`config.mk`:
```
export PLATFORM = sky130hd
export DESIGN_NAME = text_console_writer
export DESIGN_NICKNAME = d
export VERILOG_FILES = /design/src/rtl/core/tcw_pkg.sv /design/src/rtl/core/tcw_step_unit.sv /design/src/rtl/core/tcw_sequencer.sv /design/src/rtl/core/text_console_writer.sv
export SDC_FILE = /design/constraint.sdc
export NUM_CORES = 1
export LEC_CHECK = 0
export BUFFER_PORTS_ARGS = -buffer_cell sky130_fd_sc_hd__clkbuf_2
export CAP_MARGIN = 20
export CORE_UTILIZATION = 47
export DETAILED_ROUTE_END_ITERATION = 10
export PLACE_DENSITY = 0.68
export SYNTH_ARGS = -nofsm -noshare
export SYNTH_HDL_FRONTEND = slang
export SYNTH_SLANG_ARGS = --single-unit
```
`constraint.sdc`:
```
create_clock -name clk_i -period 5.4 [get_ports clk_i]
set_input_delay 0.27 -clock clk_i [delete_from_list [all_inputs] [get_ports clk_i]]
set_output_delay 0.27 -clock clk_i [all_outputs]
set_load 0.01 [all_outputs]
```
`src/rtl/core/tcw_pkg.sv`:
```
package tcw_pkg;

  // screen geometry
  localparam int unsigned COLUMNS        = 80;
  localparam int unsigned ROWS           = 25;
  localparam int unsigned CELLS          = COLUMNS * ROWS;
  localparam int unsigned LAST_ROW_START = (ROWS - 1) * COLUMNS;

  // widths
  localparam int unsigned ADDR_W    = $clog2(CELLS);
  localparam int unsigned CUR_W     = $clog2(CELLS + 4);
  localparam int unsigned COL_W     = $clog2(COLUMNS);
  localparam int unsigned CHAR_W    = 8;
  localparam int unsigned COLOUR_W  = 4;
  localparam int unsigned ATTR_W    = 2 * COLOUR_W;
  localparam int unsigned CELL_W    = ATTR_W + CHAR_W;
  localparam int unsigned POS_W     = 11;
  localparam int unsigned CFG_IDX_W = 1;

  // character codes
  localparam logic [CHAR_W-1:0] CH_BACKSPACE = 8'd8;
  localparam logic [CHAR_W-1:0] CH_TAB       = 8'd9;
  localparam logic [CHAR_W-1:0] CH_NEWLINE   = 8'd10;
  localparam logic [CHAR_W-1:0] CH_SPACE     = 8'h20;

  // colours after reset
  localparam logic [COLOUR_W-1:0] FG_RESET   = 4'hF;
  localparam logic [COLOUR_W-1:0] BG_RESET   = 4'h0;
  localparam logic [CELL_W-1:0]   RESET_CELL = {BG_RESET, FG_RESET, CH_SPACE};

  typedef enum logic {
    OP_PUT   = 1'b0,
    OP_CLEAR = 1'b1
  } op_e;

  typedef enum logic [CFG_IDX_W-1:0] {
    REG_FG = 1'b0,
    REG_BG = 1'b1
  } reg_idx_e;

  typedef enum logic [1:0] {
    STEP_INC      = 2'd0,
    STEP_DEC      = 2'd1,
    STEP_ADD_COLS = 2'd2,
    STEP_ADD_FOUR = 2'd3
  } step_kind_e;

  typedef struct packed {
    step_kind_e       kind;
    logic [CUR_W-1:0] operand;
  } step_req_t;

  typedef struct packed {
    logic              op_clear;
    logic [CHAR_W-1:0] char_code;
    logic              eos;
  } item_t;

  typedef struct packed {
    logic [CUR_W-1:0] cursor;
    logic             update;
    logic             scrolled;
  } result_t;

endpackage

```
`src/rtl/core/tcw_step_unit.sv`:
```
module tcw_step_unit
  import tcw_pkg::*;
(
  input  step_req_t        req_i,
  output logic [CUR_W-1:0] sum_o
);

  logic [CUR_W-1:0] addend;

  always_comb begin
    case (req_i.kind)
      STEP_INC:      addend = CUR_W'(1);
      STEP_DEC:      addend = '1;
      STEP_ADD_COLS: addend = CUR_W'(COLUMNS);
      STEP_ADD_FOUR: addend = CUR_W'(4);
      default:       addend = '0;
    endcase
  end

  assign sum_o = req_i.operand + addend;

endmodule

```
`src/rtl/core/tcw_sequencer.sv`:
```
module tcw_sequencer
  import tcw_pkg::*;
(
  input  logic              clk_i,
  input  logic              rst_ni,
  input  logic              item_valid_i,
  input  item_t             item_i,
  output logic              item_ready_o,
  input  logic [ATTR_W-1:0] attr_i,
  output logic              res_valid_o,
  input  logic              res_ready_i,
  output result_t           res_o
);

  typedef enum logic [6:0] {
    ST_INIT  = 7'b0000001,
    ST_IDLE  = 7'b0000010,
    ST_EXEC  = 7'b0000100,
    ST_TAB   = 7'b0001000,
    ST_COPY  = 7'b0010000,
    ST_BLANK = 7'b0100000,
    ST_CLEAR = 7'b1000000
  } state_e;

  localparam logic [CUR_W-1:0] ALIGN4_MASK = ~(CUR_W'(3));

  state_e            state_q, state_d;
  logic [CUR_W-1:0]  cursor_q, cursor_d;
  logic [CUR_W-1:0]  row_start_q, row_start_d;
  logic [COL_W-1:0]  col_q, col_d;
  logic [CUR_W-1:0]  sweep_q, sweep_d;
  logic [CUR_W-1:0]  stop_q, stop_d;
  item_t             item_q, item_d;
  logic              pend_q, pend_d;
  logic              upd_q, upd_d;
  logic              scr_q, scr_d;
  logic              cp_pend_q, cp_pend_d;
  logic [ADDR_W-1:0] rd_addr_q;
  logic [CELL_W-1:0] rd_data_q;
  logic [CELL_W-1:0] mem [CELLS];

  step_req_t         req;
  logic [CUR_W-1:0]  sum;
  logic              we;
  logic [ADDR_W-1:0] waddr;
  logic [CELL_W-1:0] wdata;
  logic              rd_en;
  logic [ADDR_W-1:0] rd_addr;
  logic [CELL_W-1:0] blank;
  logic              start_scroll;
  logic              finish;
  logic              sweep_last;

  tcw_step_unit u_step (
    .req_i (req),
    .sum_o (sum)
  );

  assign blank      = {attr_i, CH_SPACE};
  assign sweep_last = (sweep_q == CUR_W'(CELLS - 1));

  always_comb begin
    state_d      = state_q;
    cursor_d     = cursor_q;
    row_start_d  = row_start_q;
    col_d        = col_q;
    sweep_d      = sweep_q;
    stop_d       = stop_q;
    item_d       = item_q;
    pend_d       = pend_q;
    upd_d        = upd_q;
    scr_d        = scr_q;
    cp_pend_d    = 1'b0;
    req          = '{kind: STEP_INC, operand: sweep_q};
    rd_en        = 1'b0;
    rd_addr      = sweep_q[ADDR_W-1:0];
    item_ready_o = 1'b0;
    res_valid_o  = 1'b0;
    start_scroll = 1'b0;
    finish       = 1'b0;
    // copy data read last cycle lands one row up
    we           = cp_pend_q;
    waddr        = rd_addr_q - ADDR_W'(COLUMNS);
    wdata        = rd_data_q;

    case (state_q)
      ST_INIT: begin
        we      = 1'b1;
        waddr   = sweep_q[ADDR_W-1:0];
        wdata   = RESET_CELL;
        sweep_d = sum;
        if (sweep_last) begin
          sweep_d = '0;
          state_d = ST_IDLE;
        end
      end
      ST_IDLE: begin
        res_valid_o  = pend_q;
        if (pend_q && res_ready_i) begin
          pend_d = 1'b0;
        end
        item_ready_o = !pend_q || res_ready_i;
        req          = '{kind: STEP_ADD_FOUR, operand: cursor_q};
        if (item_valid_i && item_ready_o) begin
          item_d = item_i;
          stop_d = sum & ALIGN4_MASK;
          upd_d  = item_i.eos || item_i.op_clear;
          scr_d  = 1'b0;
          if (item_i.op_clear) begin
            cursor_d    = '0;
            row_start_d = '0;
            col_d       = '0;
            sweep_d     = '0;
            state_d     = ST_CLEAR;
          end else if (item_i.char_code == CH_TAB) begin
            state_d = ST_TAB;
          end else begin
            state_d = ST_EXEC;
          end
        end
      end
      ST_EXEC: begin
        case (item_q.char_code)
          CH_NEWLINE: begin
            req = '{kind: STEP_ADD_COLS, operand: row_start_q};
            if (sum == CUR_W'(CELLS)) begin
              start_scroll = 1'b1;
            end else begin
              cursor_d    = sum;
              row_start_d = sum;
              col_d       = '0;
              finish      = 1'b1;
            end
          end
          CH_BACKSPACE: begin
            req = '{kind: STEP_DEC, operand: cursor_q};
            if (cursor_q != '0) begin
              cursor_d = sum;
              we       = 1'b1;
              waddr    = sum[ADDR_W-1:0];
              wdata    = blank;
              if (col_q == '0) begin
                col_d       = COL_W'(COLUMNS - 1);
                row_start_d = row_start_q - CUR_W'(COLUMNS);
              end else begin
                col_d = col_q - COL_W'(1);
              end
            end
            finish = 1'b1;
          end
          default: begin
            req      = '{kind: STEP_INC, operand: cursor_q};
            we       = 1'b1;
            waddr    = cursor_q[ADDR_W-1:0];
            wdata    = {attr_i, item_q.char_code};
            cursor_d = sum;
            if (col_q == COL_W'(COLUMNS - 1)) begin
              col_d       = '0;
              row_start_d = sum;
            end else begin
              col_d = col_q + COL_W'(1);
            end
            if (sum == CUR_W'(CELLS)) begin
              start_scroll = 1'b1;
            end else begin
              finish = 1'b1;
            end
          end
        endcase
      end
      ST_TAB: begin
        req      = '{kind: STEP_INC, operand: cursor_q};
        we       = 1'b1;
        waddr    = cursor_q[ADDR_W-1:0];
        wdata    = blank;
        cursor_d = sum;
        if (col_q == COL_W'(COLUMNS - 1)) begin
          col_d       = '0;
          row_start_d = sum;
        end else begin
          col_d = col_q + COL_W'(1);
        end
        if (sum == CUR_W'(CELLS)) begin
          start_scroll = 1'b1;
        end else if (sum == stop_q) begin
          finish = 1'b1;
        end
      end
      ST_COPY: begin
        rd_en     = 1'b1;
        cp_pend_d = 1'b1;
        sweep_d   = sum;
        if (sweep_last) begin
          sweep_d = CUR_W'(LAST_ROW_START);
          state_d = ST_BLANK;
        end
      end
      ST_BLANK: begin
        // the last copy write drains before the bottom row is blanked
        if (!cp_pend_q) begin
          we      = 1'b1;
          waddr   = sweep_q[ADDR_W-1:0];
          wdata   = blank;
          sweep_d = sum;
          if (sweep_last) begin
            finish = 1'b1;
          end
        end
      end
      ST_CLEAR: begin
        we      = 1'b1;
        waddr   = sweep_q[ADDR_W-1:0];
        wdata   = blank;
        sweep_d = sum;
        if (sweep_last) begin
          finish = 1'b1;
        end
      end
      default: begin
        state_d = ST_IDLE;
      end
    endcase

    if (start_scroll) begin
      cursor_d    = CUR_W'(LAST_ROW_START);
      row_start_d = CUR_W'(LAST_ROW_START);
      col_d       = '0;
      scr_d       = 1'b1;
      sweep_d     = CUR_W'(COLUMNS);
      state_d     = ST_COPY;
    end
    if (finish) begin
      pend_d  = 1'b1;
      state_d = ST_IDLE;
    end
  end

  assign res_o = '{cursor: cursor_q, update: upd_q, scrolled: scr_q};

  always_ff @(posedge clk_i or negedge rst_ni) begin
    if (!rst_ni) begin
      state_q     <= ST_INIT;
      cursor_q    <= '0;
      row_start_q <= '0;
      col_q       <= '0;
      sweep_q     <= '0;
      pend_q      <= 1'b0;
      cp_pend_q   <= 1'b0;
    end else begin
      state_q     <= state_d;
      cursor_q    <= cursor_d;
      row_start_q <= row_start_d;
      col_q       <= col_d;
      sweep_q     <= sweep_d;
      pend_q      <= pend_d;
      cp_pend_q   <= cp_pend_d;
    end
  end

  always_ff @(posedge clk_i) begin
    stop_q <= stop_d;
    item_q <= item_d;
    upd_q  <= upd_d;
    scr_q  <= scr_d;
  end

  // screen store, one write and one registered read per cycle
  always_ff @(posedge clk_i) begin
    if (we) begin
      mem[waddr] <= wdata;
    end
    if (rd_en) begin
      rd_data_q <= mem[rd_addr];
      rd_addr_q <= rd_addr;
    end
  end

  a_cursor_in_range: assert property (@(posedge clk_i) disable iff (!rst_ni)
    cursor_q < CUR_W'(CELLS))
    else $error("cursor beyond last cell");

  a_cursor_tracks_row: assert property (@(posedge clk_i) disable iff (!rst_ni)
    cursor_q == row_start_q + CUR_W'(col_q))
    else $error("cursor out of step with row start and column");

  a_copy_from_lower_row: assert property (@(posedge clk_i) disable iff (!rst_ni)
    cp_pend_q |-> rd_addr_q >= ADDR_W'(COLUMNS))
    else $error("scroll copy source in top row");

  a_busy_after_accept: assert property (@(posedge clk_i) disable iff (!rst_ni)
    (item_valid_i && item_ready_o) |=> state_q != ST_IDLE)
    else $error("sequencer idle right after taking an item");

endmodule

```
`src/rtl/core/text_console_writer.sv`:
```
// text console writer: an 80x25 screen of 16-bit cells (background, foreground,
// character) plus a linear cursor, driven by a character stream
//
// input stream: tdata carries the character, tuser selects put (0) or clear (1),
// tlast marks the last character of a string. output stream: one transaction per
// input item with the cursor index after the item, a cursor-update flag and a
// scrolled flag. the user writes colours via a plain port (index 0 foreground,
// index 1 background) while the block is idle; the block does not enforce this
//
// processing: a printable character, newline or backspace goes through the
// execute state; a tab blanks cells up to the next multiple of 4. the sequencer
// has one step unit and the screen store a single write port. a scroll moves
// rows 1 to 24 up one row, one cell per cycle, then blanks the bottom row;
// a clear sweeps all CELLS entries
//
// reset: the screen store is swept to white-on-black spaces with s_axis_tready
// low; config writes are taken during the sweep
// stalls: a finished result sits in the output register while the next item is
// taken; a second result waits inside until m_axis_tready frees the register
module text_console_writer
  import tcw_pkg::*;
(
  input  logic                 clk_i,
  input  logic                 rst_ni,
  // input stream
  input  logic                 s_axis_tvalid,
  output logic                 s_axis_tready,
  input  logic [CHAR_W-1:0]    s_axis_tdata,   // [7:0] char_code
  input  logic                 s_axis_tuser,   // [0] op
  input  logic                 s_axis_tlast,   // end_of_string
  // output stream
  output logic                 m_axis_tvalid,
  input  logic                 m_axis_tready,
  output logic [15:0]          m_axis_tdata,   // [10:0] cursor_position, rest zero
  output logic [1:0]           m_axis_tuser,   // [0] cursor_update, [1] scrolled
  // configuration writes
  input  logic                 cfg_we_i,
  input  logic [CFG_IDX_W-1:0] cfg_idx_i,
  input  logic [COLOUR_W-1:0]  cfg_data_i
);

  logic [COLOUR_W-1:0] fg_q;
  logic [COLOUR_W-1:0] bg_q;
  item_t               item;
  logic                res_valid;
  logic                res_ready;
  result_t             res;
  logic                out_valid_q;
  logic [POS_W-1:0]    out_pos_q;
  logic                out_upd_q;
  logic                out_scr_q;

  // colour registers
  always_ff @(posedge clk_i or negedge rst_ni) begin
    if (!rst_ni) begin
      fg_q <= FG_RESET;
      bg_q <= BG_RESET;
    end else if (cfg_we_i) begin
      case (reg_idx_e'(cfg_idx_i))
        REG_FG:  fg_q <= cfg_data_i;
        REG_BG:  bg_q <= cfg_data_i;
        default: ;
      endcase
    end
  end

  assign item = '{op_clear:  (op_e'(s_axis_tuser) == OP_CLEAR),
                  char_code: s_axis_tdata,
                  eos:       s_axis_tlast};

  tcw_sequencer u_seq (
    .clk_i        (clk_i),
    .rst_ni       (rst_ni),
    .item_valid_i (s_axis_tvalid),
    .item_i       (item),
    .item_ready_o (s_axis_tready),
    .attr_i       ({bg_q, fg_q}),
    .res_valid_o  (res_valid),
    .res_ready_i  (res_ready),
    .res_o        (res)
  );

  // output register: refills in the cycle the receiver takes the previous one
  assign res_ready = !out_valid_q || m_axis_tready;

  always_ff @(posedge clk_i or negedge rst_ni) begin
    if (!rst_ni) begin
      out_valid_q <= 1'b0;
    end else if (res_ready) begin
      out_valid_q <= res_valid;
    end
  end

  always_ff @(posedge clk_i) begin
    if (res_valid && res_ready) begin
      out_pos_q <= POS_W'(res.cursor);
      out_upd_q <= res.update;
      out_scr_q <= res.scrolled;
    end
  end

  assign m_axis_tvalid = out_valid_q;
  assign m_axis_tdata  = {{(16 - POS_W){1'b0}}, out_pos_q};
  assign m_axis_tuser  = {out_scr_q, out_upd_q};

endmodule
```
* Yosys cells after proc, flatten, opt, wreduce, memory -nomap -nowiden
Index checks and enable logic that the tools add are counted.
Storage, ports and cells: output and inout bits 20, register bits 82, latch bits 0, word-level logic and storage cells 122, RAM bits 0, bits in read-only memories 0, memories 0
Cells by class: divide/modulo/power cells 0, shift-type cells 0, reductions and logical operators 22, multiplexer cells 54, bitwise logic cells 0, add/sub/neg operators 4, $lt $le $gt $ge 0, eq/ne operators 27, multiply operators 0
Operators by type and width (count):
- $mux 11 | 13
- $mux 7 | 13
- $pmux 11 s3 | 2
- $pmux 11 s5 | 1
- $pmux 11 s2 | 2
- $pmux 11 s4 | 1
- $pmux 13 s3 | 1
- $pmux 7 s4 | 1
- $pmux 13 s2 | 1
- $eq 8x4->1 const B | 3
- $eq 11x11->1 const B | 2
- $pmux 7 s3 | 1
- $eq 7x7->1 const B | 2
- $mux 1 | 14
- $pmux 7 s2 | 1
- $ne 4x1->1 const B | 3
- $add 11x11->11 | 1
- $eq 11x11->1 | 1
- $reduce_bool 11->1 | 1
- $sub 11x7->11 const B | 1
- $ne 4x2->1 const B | 2
- $reduce_and 4->1 | 2
- $add 7x1->7 const B | 1
- $eq 7x1->1 const B | 1
- other kinds (27) | 36

* Logic depth before layout (Yosys ltp)
Gate-level depths: netlist of the first run.
depth after elaboration 12, depth in mapped cells 22

* By module
From an unflattened synthesis of the first run, not the netlist that was laid out.
Second synthesis, totals: cell total of the unflattened synthesis 549, area, all modules 5564.1 sq um
By module, submodules not included:
- tcw_sequencer | seq. area each 1788.0 sq um, cells each 432, area each 4172.8 sq um, times used 1
- text_console_writer | seq. area each 620.6 sq um, cells each 43, area each 820.8 sq um, times used 1
- tcw_step_unit | seq. area each 0.0 sq um, cells each 74, area each 570.5 sq um, times used 1

* Worst setup path before layout of the first run
OpenSTA, ideal clock, no wires.
path type register to register, start point register u_seq.item_q[6] (netlist name), end point register u_seq.col_q[3], period minus slack after synthesis 4.988 ns, data arrival time 4.849 ns, path buffers 2, path slack 0.412 ns, setup time 0.139 ns, cell stages (with the launch flop) 19, cells stage by stage edfxtp_1 -> nor4_1 -> nand3_1 -> nor3_1 -> clkbuf_1 -> nor2_1 -> ha_1 -> or2_2 -> ha_1 -> fa_1 -> xnor2_1 -> o211ai_1 -> a221oi_1 -> nand3_1 -> nor4_1 -> o2111ai_2 -> buf_4 -> a31oi_1 -> o32ai_1
On the way: cells in the longest elaborated chain, start to end 12, elaborated cells between the ends (all ways) 23, classes of those cells add/sub: 1; eq/ne: 10; mux: 9; reduce/logical: 3
RTL lines:
- from (decl) | line tcw_sequencer.sv:33 | item_t item_q, item_d;
- from (signal assigned) | line tcw_sequencer.sv:262 | item_q <= item_d;
- $eq 8x4->1 | line tcw_sequencer.sv:123 | case (item_q.char_code)
- $pmux 13 s2 | line tcw_sequencer.sv:123
- $pmux 13 s3 | line tcw_sequencer.sv:86 | case (state_q)
- $eq 2x2->1, or another cell as far along | line tcw_step_unit.sv:11 | case (req_i.kind)
- $pmux 11 s4 | line tcw_step_unit.sv:11
- $add 11x11->11 | line tcw_step_unit.sv:20 | assign sum_o = req_i.operand + addend;
- $eq 11x11->1 | line tcw_sequencer.sv:126, tcw_sequencer.sv:163, tcw_sequencer.sv:183
- $mux 1 | line tcw_sequencer.sv:126, tcw_sequencer.sv:163, tcw_sequencer.sv:183
- $mux 1
- $pmux 1 s2 | line tcw_sequencer.sv:86
- $ne 4x2->1 (no source line), or another cell as far along
- $reduce_and 5->1 (no source line)
- to (signal assigned) | line tcw_sequencer.sv:253 | col_q <= col_d;
- to (decl) | line tcw_sequencer.sv:30 | logic [COL_W-1:0] col_q, col_d;
Several ways; a longest one is shown, not always the timed one. A chain may end at the register's enable or synchronous reset.

* Final worst setup path of the first run
start point register u_seq.state_q[5], end point register u_seq.row_start_q[0]
On the way: cells in the longest elaborated chain, start to end 11, elaborated cells between the ends (all ways) 26, classes of those cells add/sub: 1; eq/ne: 12; mux: 10; reduce/logical: 3
RTL lines:
- from (decl) | line tcw_sequencer.sv:27 | state_e state_q, state_d;
- from (signal assigned) | line tcw_sequencer.sv:250 | state_q <= state_d;
- $eq 7x4->1, or another cell as far along | line tcw_sequencer.sv:86
- $pmux 13 s3 (*) | line tcw_sequencer.sv:86
- $eq 2x2->1, or another cell as far along | line tcw_step_unit.sv:11
- $pmux 11 s4 | line tcw_step_unit.sv:11
- $add 11x11->11 (*) | line tcw_step_unit.sv:20
- named net u_seq.sum[5] | line tcw_sequencer.sv:43 | logic [CUR_W-1:0] sum;
- $eq 11x11->1 (*) | line tcw_sequencer.sv:126, tcw_sequencer.sv:163, tcw_sequencer.sv:183
- $mux 1 | line tcw_sequencer.sv:126, tcw_sequencer.sv:163, tcw_sequencer.sv:183
- $mux 1
- $pmux 1 s2 | line tcw_sequencer.sv:86
- $ne 4x2->1 (no source line), or another cell as far along
- $reduce_and 6->1 (no source line)
- to (signal assigned) | line tcw_sequencer.sv:252 | row_start_q <= row_start_d;
- to (decl) | line tcw_sequencer.sv:29 | logic [CUR_W-1:0] row_start_q, row_start_d;
Mark *: on every way through the listed nets, which the timed path passes. The rest lies on a longest branch. The select of a mux whose other input is x is not followed.

==> results.py, run 1 <==
metrics = {
    "clocking": {
        "cts_sinks": 82,
        "clkLatencyLatePin_ns": 0.38,
        "clockBufferDepth": 2,
        "numCtsBuffers": 9,
        "cts_tree": "yes",
        "clkTransAtPathRegs_ns": 0.09,
        "htree_levels": 3,
        "cts-root-buf": "clkbuf_8",
    },
    "outcome": {
        "status": "finished, violations left",
        "violations": "hold timing",
    },
    "die": {
        "io_pins": 40,
        "die_x_um": 106,
        "core_area_um2": 10500,
        "start_util": 0.490,
        "die_y_um": 106,
        "num_rows": 37,
        "die_area_um2": 11300,
    },
    "layout": {
        "seqCellArea_um2": 2200,
        "multi_input_area_um2": 2660,
        "synthToLayoutAreaGrowth_pct": 10.7,
        "layout_commonest_cell": "nor2_1",
        "fin_nets": 626,
        "antennaDiodeCount": 0,
        "drive_gt1_frac": 0.150,
        "fill_cells": 971,
        "mostFrequentLayoutCells": "nor2_1, nand2_1, dfrtp_1",
    },
    "critical_path": {
        "required_ns": 5.65,
        "cp_max_fo": 11,
        "critPathSlowestCell": "or4_1",
        "crit_chain": "or4_1 -> buf_4 -> o311ai_4 -> a221oi_1 -> nor2_1 -> ha_1 -> a211o_1 -> nand2_1 -> nor3_1 -> nor3_1 -> inv_1 -> nor4_1 -> buf_4 -> o2111ai_2 -> a21oi_1 -> o22ai_1",
        "start_kind": "flip-flop",
        "critical_path.max_stage_delay_ns": 0.59,
        "crit_family": "compound AO/OA/AOI/OAI gates",
        "worstPathArrival_ns": 5.36,
        "end_kind": "flip-flop",
        "cp.buffers_inverters": 3,
        "crit_type": "reg -> reg",
    },
    "detailed_routing": {
        "drt_iter0_drc": 371,
        "vias": 4473,
        "wl_per_cell_um": 18.0,
        "ant_nets": 0,
        "drc": 0,
        "dr.pass1.iters": 5,
        "drt-total-wl_mm": 13.1,
        "via_per_inst": 6.12,
    },
    "logic_synthesis": {
        "yosysWarnings": 0,
        "synth-seq-cells": 82,
        "netlist_top_cells_area": "dfrtp_1, edfxtp_1, nor2_1, ha_1, nand2_1",
        "synth_top_area_share": 0.239,
        "ys_types": 74,
        "synth_cells": 557,
        "syn-cell-area_um2": 5120,
        "yosys.area.top_type": "dfrtp_1",
        "avgSynthCellArea_um2": 9.20,
        "synth-async-reset-ratio": 0.610,
        "synth_edf_count": 31,
        "synthFlopType": "dfrtp_1",
        "ys_seq_area_frac": 0.430,
    },
    "sta": {
        "finalCritPeriodShare": 0.946,
        "slew_headroom": 0.300,
        "tightest_slew_ns": 1.04,
        "rsz0062_at_grt": "false",
        "finalHoldViolations": 10,
        "period_needed_ns": 5.11,
        "max_freq_mhz": 196,
        "setup_tns_ns": 0,
        "setup_viol": 0,
        "holdWs_ns": -0.0118,
        "skew_ns": 0.0121,
        "slew_viol_final": 0,
    },
    "hold_path": {
        "hold_class": "in -> async",
    },
    "placement": {
        "port_buffers": 28,
        "place_congestion": 0.937,
        "hpwl_mm": 9.85,
    },
    "global_routing": {
        "grtUsageTotal": 0.251,
        "grt_pass1_wl_mm": 21.9,
        "overflow": 0,
        "grt_antenna_before_repair": 0,
        "grt_pass1_vias": 4284,
        "grt_max_degree": 51,
    },
    "flow_run": {
        "cap_violations": 0,
    },
}
-- metrics by stage --
step / std cells / setup WS, ns / hold WS, ns / utilization / instance area (µm²)
floorplan: 561 / 0.412 / -0.0256 / - / 5140
finish: 731 / 0.289 / -0.0118 / 0.542 / 5670
global route: 731 / 0.0145 / 0.0461 / 0.542 / 5670
CTS: 730 / 0.177 / 0.0168 / 0.540 / 5650
global placement: 714 / 0.274 / 0.405 / 0.520 / 5440
detailed placement: 714 / 0.227 / 0.411 / 0.520 / 5440
-- synthesized netlist by cell type (2+ instances only) --
master    instances
nor2_1           62
nand2_1          50
dfrtp_1          49
edfxtp_1         31
inv_1            30
nor3_1           24
o21ai_0          24
a21oi_1          23
nand3_1          22
o31ai_1          20
clkbuf_1         19
a221oi_1         15
ha_1             15
xnor2_1          15
buf_4            10
nor4_1           10
a31oi_1           9
o211ai_1          8
o22ai_1           8
nand2b_1          7
a211oi_1          6
nor2b_1           5
or3_1             5
a21o_1            4
and2_1            4
and3_1            4
mux2i_1           4
nand4b_1          4
o21bai_1          4
a211o_1           3
a21boi_0          3
a221o_1           3
a22o_1            3
buf_2             3
o21a_1            3
o221a_2           3
xor2_1            3
nand4_1           2
nor4b_1           2
nor4bb_1          2
o31a_1            2
or2_2             2
-- area by class of cell --
cell class | instances | share of cell area
Multi-Input combinational cell | 415 | 0.468
Timing Repair Buffer | 51 | 0.0551
Clock buffer | 11 | 0.0269
Sequential cell | 82 | 0.388
Tap cell | 136 | 0.0300
Inverter | 31 | 0.0205
Clock inverter | 5 | 0.0106
-- cells by family after synthesis --
| family | count (synthesis) | share of synthesized area |
|---|---|---|
| mux | 5 | 0.0100 |
| simple gates | 212 | 0.200 |
| buf+inv | 64 | 0.0564 |
| compound gates | 158 | 0.227 |
| xor+xnor | 19 | 0.0352 |
| flops | 82 | 0.430 |
| other cells | 1 | 0.000732 |
| fa+ha+maj | 16 | 0.0405 |
-- state kept, by name, indices dropped and copies added, names as in the netlist --
register and flops:
u_seq.pend_q 1, out_pos_q 11, u_seq.cp_pend_q 1, u_seq.upd_q 1
out_scr_q 1, out_upd_q 1, u_seq.scr_q 1, u_seq.state_q 7
u_seq.cursor_q 11, u_seq.col_q 7, u_seq.item_q 8, u_seq.row_start_q 11
u_seq.stop_q 9, m_axis_tvalid 1, u_seq.rd_addr 11
-- routing by layer --
| layer | GRT usage | vias to the layer above | part of all wire |
|---|---|---|---|
| met4 | 0.118 | 0 | 0.026 |
| met3 | 0.0490 | 28 | 0.056 |
| met1 | 0.329 | 2161 | 0.45 |
| met2 | 0.399 | 153 | 0.47 |
| met5 | 0 | - | 0 |
| li1 | - | 2131 | - |
-- repair_timing --
item,CTS,global route
setup buffers,0,0
hold buffers,0,0
resized for setup,0,2
setup endpoints to repair,0,15
-- worst register-to-register path, delay by kind of cell, from the launching register on --
family	cells	cell delay (ns)
and+or+nand+nor	6	1.78
buffers and inverters	3	0.61
DFF	1	0.44
AOI/OAI and AO/OA	6	1.88
adders and majority gates	1	0.28
-- path summary, 6_finish.rpt --
kind | to | startpoint | depth (start not counted) | slack [ns]
worst max-delay path | u_seq.row_start_q[0] | u_seq.state_q[5] | 16 | 0.29
worst min-delay path | u_seq.rd_addr[2] | rst_ni | 2 | -0.01
worst max register to register | u_seq.row_start_q[0] | u_seq.state_q[5] | 16 | 0.29
worst min register to register | out_upd_q | u_seq.upd_q | 0 | 0.43
max in group asynchronous | u_seq.state_q[6] | rst_ni | 2 | 4.95
min in group clk_i | u_seq.item_q[2] | s_axis_tdata[1] | 1 | 0.09
Power of run 1 is not shown: default switching activity piles up to over one toggle a cycle in this logic, so the estimate is an artifact.
==> run 2: changes to the inputs <==
--- a/config.mk
+++ b/config.mk
@@ -9,7 +9,7 @@
 export CAP_MARGIN = 20
 export CORE_UTILIZATION = 47
 export DETAILED_ROUTE_END_ITERATION = 10
-export PLACE_DENSITY = 0.68
+export PLACE_DENSITY = 0.62
 export SYNTH_ARGS = -nofsm -noshare
 export SYNTH_HDL_FRONTEND = slang
 export SYNTH_SLANG_ARGS = --single-unit
==> run 2 against run 1 <==
  * The run still ends with hold timing left
  * Worst hold slack worse by 0.0037 ns
  * Global-route usage up 0.52 points
  * Critical path depth rose by 1
  * Utilization is 0.13 points higher
  * Fmax grew 1.2%
  * Sequential share of layout area is 0.094 points lower
  * Routed wire length grew 3.4%
  * First-iteration DRC count down 4.9%
  * Worst setup slack improved by 0.061 ns
  * Via count decreased by 0.87%
  * Largest cell class unchanged
==> results.py, run 2 (synthesis gave the netlist of run 1 again) <==
metrics = {
    "outcome": {
        "status": "finished, violations left",
        "violations": "hold timing",
    },
    "detailed_routing": {
        "wl_per_cell_um": 18.5,
        "drt-total-wl_mm": 13.6,
        "drt_iter0_drc": 353,
        "drc": 0,
        "dr.pass1.iters": 7,
        "ant_nets": 0,
        "via_per_inst": 6.04,
        "vias": 4434,
    },
    "sta": {
        "slew_viol_final": 0,
        "skew_ns": 0.0117,
        "slew_headroom": 0.312,
        "max_freq_mhz": 198,
        "setup_tns_ns": 0,
        "setup_ws_ns": 0.350,
        "period_needed_ns": 5.05,
        "rsz0062_at_grt": "false",
        "finalHoldViolations": 15,
        "holdWs_ns": -0.0155,
        "finalCritPeriodShare": 0.935,
        "tightest_slew_ns": 1.02,
        "setup_viol": 0,
    },
    "die": {
        "core_area_um2": 10500,
        "die_area_um2": 11300,
        "die_y_um": 106,
        "start_util": 0.490,
        "die_x_um": 106,
        "num_rows": 37,
        "io_pins": 40,
    },
    "critical_path": {
        "start_kind": "flip-flop",
        "critical_path.max_stage_delay_ns": 0.65,
        "reg2reg_depth": 17,
        "crit_type": "reg -> reg",
        "worstPathArrival_ns": 5.31,
        "cp_max_fo": 6,
        "startpoint": "u_seq.state_q[5]",
        "timing.rr.start": "u_seq.state_q[5]",
        "end_kind": "flip-flop",
        "critPathSlowestCell": "or4_1",
        "required_ns": 5.66,
        "endpoint": "u_seq.row_start_q[0]",
        "crit_chain": "or4_1 -> or3_1 -> nand2_1 -> inv_1 -> ha_1 -> or2_2 -> ha_1 -> fa_1 -> xnor2_1 -> o211ai_1 -> a221oi_1 -> nand3_1 -> nor4_1 -> buf_4 -> o2111ai_2 -> a21oi_1 -> o22ai_1",
        "cpMostUsedCell": "ha_1",
        "reg2reg_to": "u_seq.row_start_q[0]",
        "r2r_slack_ns": 0.35,
    },
    "clocking": {
        "cts_sinks": 82,
        "clkTransAtPathRegs_ns": 0.09,
        "cts-root-buf": "clkbuf_8",
        "htree_levels": 3,
        "clockBufferDepth": 2,
        "cts_tree": "yes",
        "numCtsBuffers": 9,
        "clkLatencyLatePin_ns": 0.38,
    },
    "placement": {
        "place_congestion": 0.926,
        "place_ws_ns": 0.360,
        "port_buffers": 28,
        "hpwl_mm": 10.1,
    },
    "flow_run": {
        "cap_violations": 0,
    },
    "layout": {
        "mostFrequentLayoutCells": "nor2_1, nand2_1, dfrtp_1",
        "layout_commonest_cell": "nor2_1",
        "drive_gt1_frac": 0.156,
        "antennaDiodeCount": 0,
        "synthToLayoutAreaGrowth_pct": 11.0,
        "fin_nets": 629,
    },
    "global_routing": {
        "grt_max_degree": 51,
        "overflow": 0,
        "grt_pass1_wl_mm": 21.9,
        "grt_antenna_before_repair": 0,
        "grtUsageTotal": 0.256,
        "grt_pass1_vias": 4132,
    },
    "hold_path": {
        "hold_class": "in -> async",
    },
}
==> run 2: worst max-delay path, delay by kind of cell, from the launching register on <==
| family | cells | cell delay [ns] |
|---|---|---|
| xor+xnor | 1 | 0.31 |
| fa+ha+maj | 3 | 0.86 |
| simple gates | 6 | 1.81 |
| compound gates | 5 | 1.26 |
| buf+inv | 2 | 0.22 |
| flops | 1 | 0.45 |
==> run 2: layer usage <==
layer | global-route usage | part of all wire
met3 | 0.0546 | 0.069
met1 | 0.348 | 0.44
met5 | 0 | 0
met2 | 0.389 | 0.46
met4 | 0.124 | 0.033
==> run 2: area by class of cell <==
cell class                      instances  area (µm²)
Timing Repair Buffer                   54         335
Tap cell                              136         170
Clock inverter                          7        76.3
Inverter                               31         116
Multi-Input combinational cell        415        2660
Sequential cell                        82        2200
Clock buffer                            9         124
Fill cell                             996        4780
==> run 2: worst min path at each step <==
stage / depth (start not counted) / endpoint / startpoint
detailed placement: 0 / out_scr_q / u_seq.scr_q
finish: 2 / u_seq.rd_addr[1] / rst_ni
floorplan: 0 / m_axis_tvalid / rst_ni
global route: 2 / u_seq.rd_addr[3] / rst_ni
global placement: 0 / out_scr_q / u_seq.scr_q
CTS: 2 / u_seq.rd_addr[10] / rst_ni
==> run 2: per-stage QoR <==
stage	instances	area, µm²	utilization
2_1_floorplan	561	5140	-
3_3_place_gp	718	5470	0.523
3_5_place_dp	718	5470	0.523
4_1_cts	734	5670	0.542
5_1_grt	734	5690	0.544
6_report	734	5690	0.544
==> run 2: timing repair <==
action / 4_1_cts / 5_1_grt
gates resized for setup: 0 / 3
setup endpoints to repair: 0 / 33
hold buffers: 0 / 0
buffers inserted: 0 / 0
Power of run 2 is left out for the same reason.
